[src/rtl/mmcn_pkg.sv]
// Shared types and constants for the min/max calibrated normaliser.
// No dependencies.
package mmcn_pkg;
	localparam int DEB_W = 16;
	localparam logic [DEB_W-1:0] DEBOUNCE_RESET = 16'd200;
	localparam int TICK_W = 32;
	localparam int LEVEL_W = 17;
	localparam int LANES = 3;
endpackage

[src/rtl/minmax_calibrated_normalizer_top.sv]
// Top level of the min/max calibrated normaliser: debounce, mode control,
// three parallel lanes and the merging output register. Depends on mmcn_pkg, mmcn_lane.
// When calibrating or on a degenerate range each lane answers without dividing; otherwise the
// result comes from the bit-per-cycle divider in each lane, and no new beat is accepted until
// the last one has been taken. One beat in flight at a time. Asynchronous active-low reset
// clears mode, extremes, held samples and the debounce register to 200.
module minmax_calibrated_normalizer_top #(
	parameter int PEDAL_BITS = 12,
	parameter int FORCE_BITS = 24,
	parameter int FRACTION_BITS = 16,
	parameter int PEDAL_RAW_MAX = 4095,
	parameter int PEDAL_RAW_MIN = 0
) (
	input  logic clk,
	input  logic arst_n,
	input  logic cfg_we,
	input  logic [mmcn_pkg::DEB_W-1:0] cfg_wdata,
	input  logic s_axis_tvalid,
	output logic s_axis_tready,
	// tick_now, switch_level, pedal_sample, tiller_valid, left_force, right_force
	input  logic [((mmcn_pkg::TICK_W+2*FORCE_BITS+PEDAL_BITS+2+7)/8)*8-1:0] s_axis_tdata,
	output logic m_axis_tvalid,
	input  logic m_axis_tready,
	// calibrating, entered_pulse, save_pulse, pedal_level, left_level, right_level
	output logic [((3*FRACTION_BITS+6+7)/8)*8-1:0] m_axis_tdata
);
	import mmcn_pkg::*;
	localparam int IW = ((TICK_W+2*FORCE_BITS+PEDAL_BITS+2+7)/8)*8;
	localparam int OW = ((3*FRACTION_BITS+6+7)/8)*8;
	localparam int LW = FRACTION_BITS + 1;
	localparam int PX = FORCE_BITS;
	localparam int P0 = TICK_W;
	localparam int P1 = P0 + 1;
	localparam int P2 = P1 + PEDAL_BITS;
	localparam int P3 = P2 + 1;
	localparam int P4 = P3 + FORCE_BITS;

	logic [DEB_W-1:0] deb_q;
	logic mode_q, prev_q, busy_q, ent_q, sav_q;
	logic [TICK_W-1:0] last_q;
	logic signed [FORCE_BITS-1:0] lh_q, rh_q;
	logic [LANES-1:0] got_q, dn;
	logic [FRACTION_BITS:0] lv [LANES];
	logic [FRACTION_BITS:0] res_q [LANES];
	logic acc, samp, mode_n, ent_n, sav_n, start;
	logic signed [FORCE_BITS-1:0] lx, rx;
	logic [TICK_W-1:0] tick;

	assign acc = s_axis_tvalid && s_axis_tready;
	assign s_axis_tready = !busy_q && !m_axis_tvalid;
	assign tick = s_axis_tdata[TICK_W-1:0];
	assign samp = (tick - last_q) >= TICK_W'(deb_q);
	assign mode_n = samp ? !s_axis_tdata[P0] : mode_q;
	assign ent_n = samp && mode_n && !prev_q;
	assign sav_n = samp && !mode_n && prev_q;
	assign lx = s_axis_tdata[P2] ? s_axis_tdata[P4-1:P3] : lh_q;
	assign rx = s_axis_tdata[P2] ? s_axis_tdata[P4+FORCE_BITS-1:P4] : rh_q;
	assign start = acc;

	mmcn_lane #(.XW(PEDAL_BITS), .FB(FRACTION_BITS),
		.DEF_LO((PEDAL_BITS+1)'(PEDAL_RAW_MAX)), .DEF_HI((PEDAL_BITS+1)'(PEDAL_RAW_MIN))) u_ped (
		.clk, .arst_n, .start, .restore(ent_n), .track(mode_n),
		.x({1'b0, s_axis_tdata[P1+PEDAL_BITS-1:P1]}), .done(dn[0]), .level(lv[0]));
	mmcn_lane #(.XW(PX), .FB(FRACTION_BITS),
		.DEF_LO((PX+1)'(32767)), .DEF_HI(-(PX+1)'(32768))) u_lft (
		.clk, .arst_n, .start, .restore(ent_n), .track(mode_n),
		.x({lx[FORCE_BITS-1], lx}), .done(dn[1]), .level(lv[1]));
	mmcn_lane #(.XW(PX), .FB(FRACTION_BITS),
		.DEF_LO((PX+1)'(32767)), .DEF_HI(-(PX+1)'(32768))) u_rgt (
		.clk, .arst_n, .start, .restore(ent_n), .track(mode_n),
		.x({rx[FORCE_BITS-1], rx}), .done(dn[2]), .level(lv[2]));

	always_ff @(posedge clk or negedge arst_n) begin
		if (!arst_n) begin
			deb_q <= DEBOUNCE_RESET;
			mode_q <= 1'b0;
			prev_q <= 1'b0;
			last_q <= '0;
			lh_q <= '0;
			rh_q <= '0;
			busy_q <= 1'b0;
			got_q <= '0;
			m_axis_tvalid <= 1'b0;
			ent_q <= 1'b0;
			sav_q <= 1'b0;
		end else begin
			if (cfg_we) deb_q <= cfg_wdata;
			if (m_axis_tvalid && m_axis_tready) m_axis_tvalid <= 1'b0;
			if (acc) begin
				lh_q <= lx;
				rh_q <= rx;
				if (samp) begin
					last_q <= tick;
					prev_q <= mode_n;
				end
				mode_q <= mode_n;
				ent_q <= ent_n;
				sav_q <= sav_n;
				busy_q <= 1'b1;
				got_q <= '0;
			end else if (busy_q) begin
				for (int i = 0; i < LANES; i++) begin
					if (dn[i]) begin
						got_q[i] <= 1'b1;
						res_q[i] <= lv[i];
					end
				end
				if ((got_q | dn) == '1) begin
					busy_q <= 1'b0;
					m_axis_tvalid <= 1'b1;
				end
			end
		end
	end

	always_comb begin
		m_axis_tdata = '0;
		m_axis_tdata[0] = mode_q;
		m_axis_tdata[1] = ent_q;
		m_axis_tdata[2] = sav_q;
		m_axis_tdata[3 +: LW] = mode_q ? '0 : LW'((LW'(1) << FRACTION_BITS) - res_q[0]);
		m_axis_tdata[3+LW +: LW] = res_q[1];
		m_axis_tdata[3+2*LW +: LW] = res_q[2];
	end

	a_no_accept_busy: assert property (@(posedge clk) disable iff (!arst_n)
		busy_q |-> !s_axis_tready) else $error("accept while busy");
	a_pulses_excl: assert property (@(posedge clk) disable iff (!arst_n)
		m_axis_tvalid |-> !(ent_q && sav_q)) else $error("both pulses");
	a_entered_cal: assert property (@(posedge clk) disable iff (!arst_n)
		(m_axis_tvalid && ent_q) |-> mode_q) else $error("entered without mode");
endmodule

[src/rtl/mmcn_lane.sv]
// One normalising lane: extreme tracking and a shared-width restoring divider.
// Depends on mmcn_pkg.
module mmcn_lane #(
	parameter int XW = 24,
	parameter int FB = 16,
	parameter logic signed [XW:0] DEF_LO = 25'sd32767,
	parameter logic signed [XW:0] DEF_HI = -25'sd32768
) (
	input  logic                 clk,
	input  logic                 arst_n,
	input  logic                 start,
	input  logic                 restore,
	input  logic                 track,
	input  logic signed [XW:0]   x,
	output logic                 done,
	output logic [FB:0]          level
);
	import mmcn_pkg::*;
	localparam int DW = XW + 2;
	localparam int CW = $clog2(FB + 1) + 1;
	logic signed [XW:0] lo_q, hi_q;
	logic signed [DW-1:0] num, den;
	logic [DW-1:0] rem_q, den_q;
	logic [FB:0] quo_q;
	logic [CW-1:0] cnt_q;
	logic busy_q;
	logic [DW:0] trial;
	logic signed [XW:0] lo_eff, hi_eff;

	assign lo_eff = restore ? DEF_LO : lo_q;
	assign hi_eff = restore ? DEF_HI : hi_q;
	assign num = DW'(x) - DW'(lo_eff);
	assign den = DW'(hi_eff) - DW'(lo_eff);
	assign trial = {rem_q, 1'b0} - {1'b0, den_q};

	always_ff @(posedge clk or negedge arst_n) begin
		if (!arst_n) begin
			lo_q <= DEF_LO;
			hi_q <= DEF_HI;
			busy_q <= 1'b0;
			done <= 1'b0;
			cnt_q <= '0;
		end else begin
			done <= 1'b0;
			if (start) begin
				if (track) begin
					lo_q <= (x < lo_eff) ? x : lo_eff;
					hi_q <= (x > hi_eff) ? x : hi_eff;
					level <= '0;
					done <= 1'b1;
				end else if (den == 0 || num == 0 || ((num < 0) != (den < 0))) begin
					level <= '0;
					done <= 1'b1;
				end else begin
					rem_q <= num < 0 ? DW'(-num) : DW'(num);
					den_q <= den < 0 ? DW'(-den) : DW'(den);
					quo_q <= '0;
					cnt_q <= CW'(FB + 1);
					busy_q <= 1'b1;
				end
			end else if (busy_q) begin
				if (cnt_q == CW'(FB + 1)) begin
					if (rem_q >= den_q) begin
						level <= (FB+1)'(1) << FB;
						busy_q <= 1'b0;
						done <= 1'b1;
					end
					cnt_q <= CW'(FB);
				end else begin
					if (!trial[DW]) begin
						rem_q <= trial[DW-1:0];
						quo_q <= {quo_q[FB-1:0], 1'b1};
					end else begin
						rem_q <= {rem_q[DW-2:0], 1'b0};
						quo_q <= {quo_q[FB-1:0], 1'b0};
					end
					cnt_q <= cnt_q - 1'b1;
					if (cnt_q == CW'(1)) begin
						busy_q <= 1'b0;
						done <= 1'b1;
						level <= trial[DW] ? {quo_q[FB-1:0], 1'b0} : {quo_q[FB-1:0], 1'b1};
					end
				end
			end
		end
	end
endmodule
[config.mk]
export PLATFORM = sky130hd
export DESIGN_NAME = minmax_calibrated_normalizer_top
export DESIGN_NICKNAME = d
export VERILOG_FILES = /design/src/rtl/mmcn_pkg.sv /design/src/rtl/minmax_calibrated_normalizer_top.sv /design/src/rtl/mmcn_lane.sv
export SDC_FILE = /design/constraint.sdc
export NUM_CORES = 2
export LEC_CHECK = 0
export BUFFER_PORTS_ARGS = -buffer_cell sky130_fd_sc_hd__buf_2
export CAP_MARGIN = 20
export CORE_UTILIZATION = 50
export CTS_BUF_LIST = sky130_fd_sc_hd__clkbuf_2
export CTS_CLUSTER_DIAMETER = 120
export DETAILED_ROUTE_END_ITERATION = 6
export MAX_ROUTING_LAYER = met4
export PLACE_DENSITY = 0.67
export SYNTH_ARGS = -nofsm -noshare
export SYNTH_HDL_FRONTEND = slang
export SYNTH_SLANG_ARGS = --single-unit
[constraint.sdc]
create_clock -name clk -period 19.06 [get_ports clk]
set_input_delay 0 -clock clk [delete_from_list [all_inputs] [get_ports clk]]
set_output_delay 0 -clock clk [all_outputs]
set_load 0.05 [all_outputs]
Word level (Yosys, flattened, before mapping) --
Memory sizes are Yosys's and may differ from the RTL's. Cells that the tools add are included.
Operators by class: add/subtract/negate cells 20, $lt $le $gt $ge 16, eq/ne operators 23, multiplexer cells 160, bitwise gates (word level) 5, reductions and logical operators 57
Operators by type and width (number):
- 26-bit 2-to-1 mux | 16
- 17-bit 2-to-1 mux | 22
- 16-bit 2-to-1 mux | 15
- 25-bit 2-to-1 mux | 8
- 32-bit zero test | 6
- 14-bit 2-to-1 mux | 8
- 26-bit by 1-bit less-than comparator with 1-bit output, second input constant | 4
- 26-bit negator | 4
- 6-bit 2-to-1 mux | 15
- 1-bit 2-to-1 mux | 68
- 27-bit by 26-bit subtractor with 27-bit output | 2
- 26-bit >= comparator | 2
- 13-bit 2-to-1 mux | 4
- 24-bit by 25-bit subtractor with 26-bit output | 2
- 25-bit by 25-bit subtractor with 26-bit output | 2
- 24-bit by 25-bit greater-than comparator with 1-bit output | 2
- 24-bit by 25-bit less-than comparator with 1-bit output | 2
- 24-bit 2-to-1 mux | 2
- 32-bit by 16-bit >= comparator with 1-bit output | 1
- 32-bit subtractor | 1
- 5-bit AND reduction | 6
- 14-bit by 1-bit less-than comparator with 1-bit output, second input constant | 2
- 14-bit negator | 2
- 13-bit by 13-bit subtractor with 14-bit output | 2
- other kinds (24) | 83
Storage, ports and cells: register bits after elaboration 486, bits in writable memories 51, input port bits 117, output and inout port bits 58, logic and storage cells 322, memories 1
Memories:
- res_q | words 3, bits a word 17, read ports 3, clocked after memory_dff 0, wr ports 3, line minmax_calibrated_normalizer_top.sv:44 | logic [FRACTION_BITS:0] res_q [LANES];

Logic depth before layout (Yosys ltp) --
word-level depth 13, mapped depth 52, mapped depth without buffers 42

Modules after synthesis --
A second synthesis with hierarchy kept.
Second synthesis, totals: cells, all modules 4831, area total of the unflattened synthesis 43664.4 um^2
Modules (own cells, without submodules):
- mmcn_lane at u_rgt | instances 1, cells each 1588, area an instance 13763.2 um^2, sequential area each 4035.1 um^2
- mmcn_lane at u_lft | instances 1, cells each 1535, area an instance 13410.4 um^2, sequential area each 4035.1 um^2
- minmax_calibrated_normalizer_top | instances 1, cells each 929, area an instance 9236.4 um^2, sequential area each 4162.7 um^2
- mmcn_lane at u_ped | instances 1, cells each 779, area an instance 7254.5 um^2, sequential area each 2697.6 um^2

Least setup slack after synthesis --
No wires, ideal clock.
path kind reg2reg, start register last_q[1], end register u_rgt.quo_q[0], enable pin, setup time 506 ps, arrival 12542 ps, data required time 18554 ps, slack 6012 ps, stages on the path, launching flop included 46, path buffers 7, period minus slack after synthesis 13048 ps, path through dfrtp_1 -> inv_1 -> ha_1 -> nor2b_1 -> o31ai_1 -> a21oi_1 -> or2_2 -> a21o_1 -> a21oi_1 -> xnor2_1 -> ha_1 -> a21oi_1 -> nor2_1 -> a211oi_1 -> o21ai_0 -> a221o_1 -> or4_4 -> nor4_4 -> [... 10 more ...] -> inv_1 -> ha_1 -> a21oi_1 -> o21ai_0 -> a31oi_1 -> a32oi_1 -> a221o_1 -> a31oi_1 -> maj3_1 -> o211ai_1 -> o31a_1 -> a311oi_1 -> o21ai_0 -> a21oi_1 -> o41ai_1 -> or4_1 -> o32a_2 -> a21boi_0
On the way: longest elaborated chain between the ends 12, elaborated cells between the ends (all ways) 19, those cells by class add/sub: 3; order compare: 3; eq/ne: 3; mux: 3; reduce/logical: 7
RTL lines:
- start, declared | line minmax_calibrated_normalizer_top.sv:40 | logic [TICK_W-1:0] last_q;
- start signal, assigned | line minmax_calibrated_normalizer_top.sv:93 | last_q <= tick;
- 32-bit subtractor * | line minmax_calibrated_normalizer_top.sv:52 | assign samp = (tick - last_q) >= TICK_W'(deb_q);
- 32-bit by 16-bit >= comparator with 1-bit output * | line minmax_calibrated_normalizer_top.sv:52
- 1-bit 2-to-1 mux | line minmax_calibrated_normalizer_top.sv:53 | assign mode_n = samp ? !s_axis_tdata[P0] : mode_q;
- 1-bit logical AND (2 in a row) | line minmax_calibrated_normalizer_top.sv:54 | assign ent_n = samp && mode_n && !prev_q;
- 25-bit 2-to-1 mux, on equally long branches | line mmcn_lane.sv:30, mmcn_lane.sv:31
- 24-bit by 25-bit subtractor with 26-bit output / 25-bit by 25-bit subtractor with 26-bit output (equally long branches) | line mmcn_lane.sv:32, mmcn_lane.sv:33
- 26-bit by 1-bit less-than comparator with 1-bit output / 32-bit zero test (equally long branches) | line mmcn_lane.sv:51 | end else if (den == 0 || num == 0 || ((num < 0) != (den < 0))) begin
- 1-bit != test / 1-bit logical OR (equally long branches) | line mmcn_lane.sv:51
- 1-bit logical OR | line mmcn_lane.sv:51
- 2-bit != test (no source line)
- 5-bit AND reduction (no source line) *
- end signal, assigned | line mmcn_lane.sv:72 | quo_q <= {quo_q[FB-1:0], 1'b1};
- end signal, assigned | line mmcn_lane.sv:75 | quo_q <= {quo_q[FB-1:0], 1'b0};
- end, declared | line mmcn_lane.sv:24 | logic [FB:0] quo_q;
Mark *: on every way between the ends. The rest lies on a longest branch, timed or not. A chain may end at the register's enable or synchronous reset.

Final worst setup path --
start register last_q[1], end register u_lft.den_q[0], enable pin
On the way: longest elaborated chain between the ends 12, elaborated cells between the ends (all ways) 19, those cells by class add/sub: 3; order compare: 3; eq/ne: 1; mux: 3; bitwise: 2; reduce/logical: 7
RTL lines:
- 32-bit subtractor * | line minmax_calibrated_normalizer_top.sv:52
- 32-bit by 16-bit >= comparator with 1-bit output * | line minmax_calibrated_normalizer_top.sv:52
- 1-bit 2-to-1 mux | line minmax_calibrated_normalizer_top.sv:53
- 1-bit logical AND (2 in a row) | line minmax_calibrated_normalizer_top.sv:54
- 25-bit 2-to-1 mux, on equally long branches | line mmcn_lane.sv:30, mmcn_lane.sv:31
- 24-bit by 25-bit subtractor with 26-bit output / 25-bit by 25-bit subtractor with 26-bit output (equally long branches) | line mmcn_lane.sv:32, mmcn_lane.sv:33
- 26-bit by 1-bit less-than comparator with 1-bit output / 32-bit zero test (equally long branches) | line mmcn_lane.sv:51
- 1-bit != test / 1-bit logical OR (equally long branches) | line mmcn_lane.sv:51
- 1-bit logical OR | line mmcn_lane.sv:51
- 1-bit NOT (no source line)
- 4-bit AND reduction (no source line) *
- end signal, assigned | line mmcn_lane.sv:56 | den_q <= den < 0 ? DW'(-den) : DW'(den);
- end, declared | line mmcn_lane.sv:23 | logic [DW-1:0] rem_q, den_q;
Marked as above.

==> impl_results.md <==
* Die Area at 84900 sq um
* Post-Route Setup TNS at 0 ns
* Total Power at ~0.0089 W
* Nets at 5700
* Met1 usage in global routing at 36.5%
* FFs w/ async S/R, synth at 47.5%
* Post-layout util at 59.2%
* Vias in the first global route at 36300
* RSZ-0062 raised after global routing: no
* Final Instance Count excl. Fillers at 6444
* Layout area overhead at 16.6%
* Post-Syn Area at 41900 sq um
* Clk_skew at 0.105 ns
* Slew margin rel. at 20.1%
* Final Slew Violations at 0
* # setup viols final at 0
* First-pass GRT wire length at 190000 um
* Worst hold path class: input pin to flop
* Multi-input logic area at about 25000 sq um
* Max Fclk at 80.4 MHz
* Die height at 291 um
* Row count at 105
* Mux share of post-synthesis cell area at 3.89%
* Starting Density at 50.7%
* Largest net degree at the start of global routing at 84
* Fin. Hold Viols at 0
* Startpoint Class: flop
* Final HPWL DP at 79900 um
* Post-CTS sizing at 0
* Synth cell types at 116
* Remaining DRCs at 0
* Vias at around 38000
* DR WL/cell at 18.4 um
* PortBufs at 170
* Total track usage at 28.4%
* CTS buffer count at roughly 150
* Setup CP Type: flop to flop
* Area of the core at between 80000 and 90000 sq um
* Worst vdd ir at 0.0000954 V
* I/O pins at 175
* Status: finished, final reports clean
* Layout cells sized above 1 at 12.1%
* Final hold slack at 0.153 ns
* GRT met3 Usage at 5.06%
* Met2 Use GR at 43.7%
* Hold Buf Count CTS at between 300 and 400
* 1st-pass router iterations at 6
* Syn Inst Count at 4713
* Kind of end point of the critical path: flop
* Main combinational cell family by area after synthesis: compound AO/OA/AOI/OAI gates
* CTS tree: done
* Mean Syn Cell Area at 8.88 sq um
* Initial antenna violation count at 5
* Die X at 291 um
* # clock sinks at 537
* Leakage power at 21.3 nW
* CTS root buffer: clkbuf_2
* Synth warn at 0
* Worst EP arrival at 13.63 ns
* Placed cells at 5781
* Setup bufs post-CTS at 0
* Clock Latency Late Sink at 1.51 ns
* Synth Area in Adders at a little over a tenth
* Synth Area in Compound Gates at 19.4%
* WP data required at 20.25 ns
* Sequential cell area at roughly 15000 sq um
* P per Cell Area at 182 nW/um^2
* Final Wtd Congestion at roughly 0.94
* Max-capacitance violation count at 0
* Vias/cell at around 5.8
* Main synth FF type: edfxtp_1
* Post-synthesis sequential area ratio at 35.7%
* Register bit total from synthesis at approximately 540
* Clock-pin slew on the worst setup and hold paths at 0.11 ns
* Simple-gate share of the synthesized area at 18.4%
* Post-route clock period utilization at between 60 and 70%
* Post-DRT Antenna Nets at 0
* CTS H-tree lvls at 4
* Worst Path Max Fanout at 64
* Overflow after GRT at 0
* Drt total wl at ~120000 um
* Worst-margin pin slew at 1.20 ns
* Post-Synth XOR/XNOR Area at 6.09%
* Critical Path Max Stage Delay at 0.68 ns
* GRT Max-Usage Layer: met2
* Min Tclk post-route at 12.43 ns
* EDFF count, synth at 282
* Fillers at around 7000
* CP max stage cell: buf_4
* DR iter-0 viols at 2850
* Clock Path Buffers at 3
==> through the flow <==
stage / area [sq um] / setup WS [ns]
final: 48800 / 6.63
after global routing: 48800 / 5.98
after global placement: 43500 / 6.92
after detailed placement: 43500 / 6.81
after CTS: 48800 / 6.78
after floorplan: 41900 / 6.01
==> placed cells by master (no fill, tap or decap), types with 17 or more instances in the layout <==
| cell type | netlist | layout |
|---|---|---|
| ha_1 | 326 | 326 |
| nor2b_1 | 117 | 116 |
| mux2_2 | 43 | 43 |
| clkinv_1 | 7 | 39 |
| nand3_1 | 90 | 90 |
| or2_2 | 19 | 19 |
| a22oi_1 | 24 | 24 |
| edfxtp_1 | 282 | 282 |
| nand2b_1 | 94 | 94 |
| buf_2 | 12 | 168 |
| or3_1 | 32 | 32 |
| a21o_1 | 93 | 93 |
| a31oi_1 | 34 | 34 |
| xor2_1 | 101 | 100 |
| buf_4 | 40 | 52 |
| a21boi_0 | 18 | 17 |
| dfstp_2 | 65 | 65 |
| a21oi_1 | 335 | 335 |
| nor4_1 | 21 | 21 |
| o211ai_1 | 24 | 24 |
| clkbuf_2 | 0 | 215 |
| inv_1 | 327 | 327 |
| o31ai_1 | 40 | 40 |
| and3_1 | 44 | 43 |
| nand2_1 | 414 | 413 |
| o22ai_1 | 23 | 22 |
| maj3_1 | 36 | 36 |
| and2_1 | 95 | 95 |
| o21ai_0 | 294 | 294 |
| nor3_1 | 86 | 86 |
| nand4_1 | 46 | 46 |
| o2111ai_1 | 18 | 18 |
| a211oi_1 | 25 | 25 |
| o21a_1 | 42 | 41 |
| dlygate4sd3_1 | 0 | 384 |
| xnor2_1 | 190 | 188 |
| a22o_1 | 31 | 31 |
| mux2i_1 | 113 | 113 |
| dfrtp_1 | 190 | 190 |
| nor2_1 | 408 | 407 |
==> logic make-up after synthesis <==
logic type	after synthesis
AOI/OAI and AO/OA	1242
xor gates and xnor gates	291
adders and majority gates	370
buffers and inverters	560
DFF	537
muxes	157
other	1
and+or+nand+nor	1555
==> synth_stat cells, drive strengths merged (33+ instances only) <==
| cell | instances | area (sq um) |
|---|---|---|
| xor2 | 101 | 885 |
| dfrtp | 190 | 4750 |
| nand4 | 48 | 313 |
| nand2b | 94 | 588 |
| and2 | 96 | 601 |
| nor2 | 410 | 1540 |
| clkbuf | 150 | 563 |
| a31oi | 35 | 225 |
| nand2 | 415 | 1570 |
| o21a | 42 | 315 |
| nand3 | 91 | 460 |
| mux2i | 113 | 1130 |
| xnor2 | 190 | 1660 |
| dfstp | 65 | 1710 |
| o21ai | 308 | 1560 |
| maj3 | 36 | 360 |
| o31ai | 42 | 325 |
| and3 | 44 | 275 |
| buf | 75 | 492 |
| a21o | 93 | 698 |
| nor3 | 86 | 430 |
| nor2b | 117 | 732 |
| or3 | 33 | 211 |
| inv | 328 | 1230 |
| edfxtp | 282 | 8470 |
| mux2 | 44 | 499 |
| ha | 326 | 4080 |
| a21oi | 337 | 1700 |
==> layout make-up <==
class	count	area share (%)
Antenna cell	9	0.0461
Clock buffer	215	2.20
Clock inverter	52	0.651
Inverter	335	2.58
Multi-Input combinational cell	3617	50.6
Sequential cell	537	30.6
Tap cell	1070	2.74
Timing Repair Buffer	609	10.6
==> registers in the layout (all words and copies together) (netlist names), 24 cells and up <==
signal	flops
u_rgt.lo_q	25
u_lft.rem_q	26
u_rgt.den_q	26
rh_q	24
u_lft.den_q	26
u_lft.hi_q	25
lh_q	24
res_q	51
u_rgt.rem_q	26
u_lft.lo_q	25
last_q	32
u_rgt.hi_q	25
==> routing by layer <==
metal	wire (um)	vias to the layer above
met5	0	-
met4	4730	0
met3	7350	359
met2	53600	1282
met1	52900	17700
li1	-	18100
==> critical path: cells and delay by family (launching register included) <==
kind / cells / cell delay, ns
adder cells (fa/ha/maj): 5 / 1.63
buffers and inverters: 5 / 1.54
flip-flops: 1 / 0.42
XOR/XNOR: 2 / 0.40
multiplexers: 1 / 0.10
AND/OR/NAND/NOR: 17 / 4.74
AO/OA/AOI/OAI: 13 / 3.29
==> report_power, final <==
part           total, W  leakage, nW  internal [W]  switching (W)
sequential      0.00216         5.56       0.00185       0.000305
clock          0.000878         1.04      0.000321       0.000557
combinational   0.00586         14.7       0.00239        0.00346
==> worst paths after layout <==
| path | start | endpoint | slack [ns] | cells past startpoint |
|---|---|---|---|---|
| max | last_q[1] | u_lft.den_q[0] | 6.63 | 43 |
| min | s_axis_tdata[52] | lh_q[6] | 0.15 | 6 |
| max reg2reg | last_q[1] | u_lft.den_q[0] | 6.63 | 43 |
| min reg2reg | u_lft.level[14] | res_q[0][31] | 0.42 | 0 |
| max in group asynchronous | arst_n | rh_q[21] | 17.07 | 7 |
| min in group asynchronous | arst_n | deb_q[11] | 0.21 | 5 |
No activity file was read; power rests on OpenSTA's default activity.
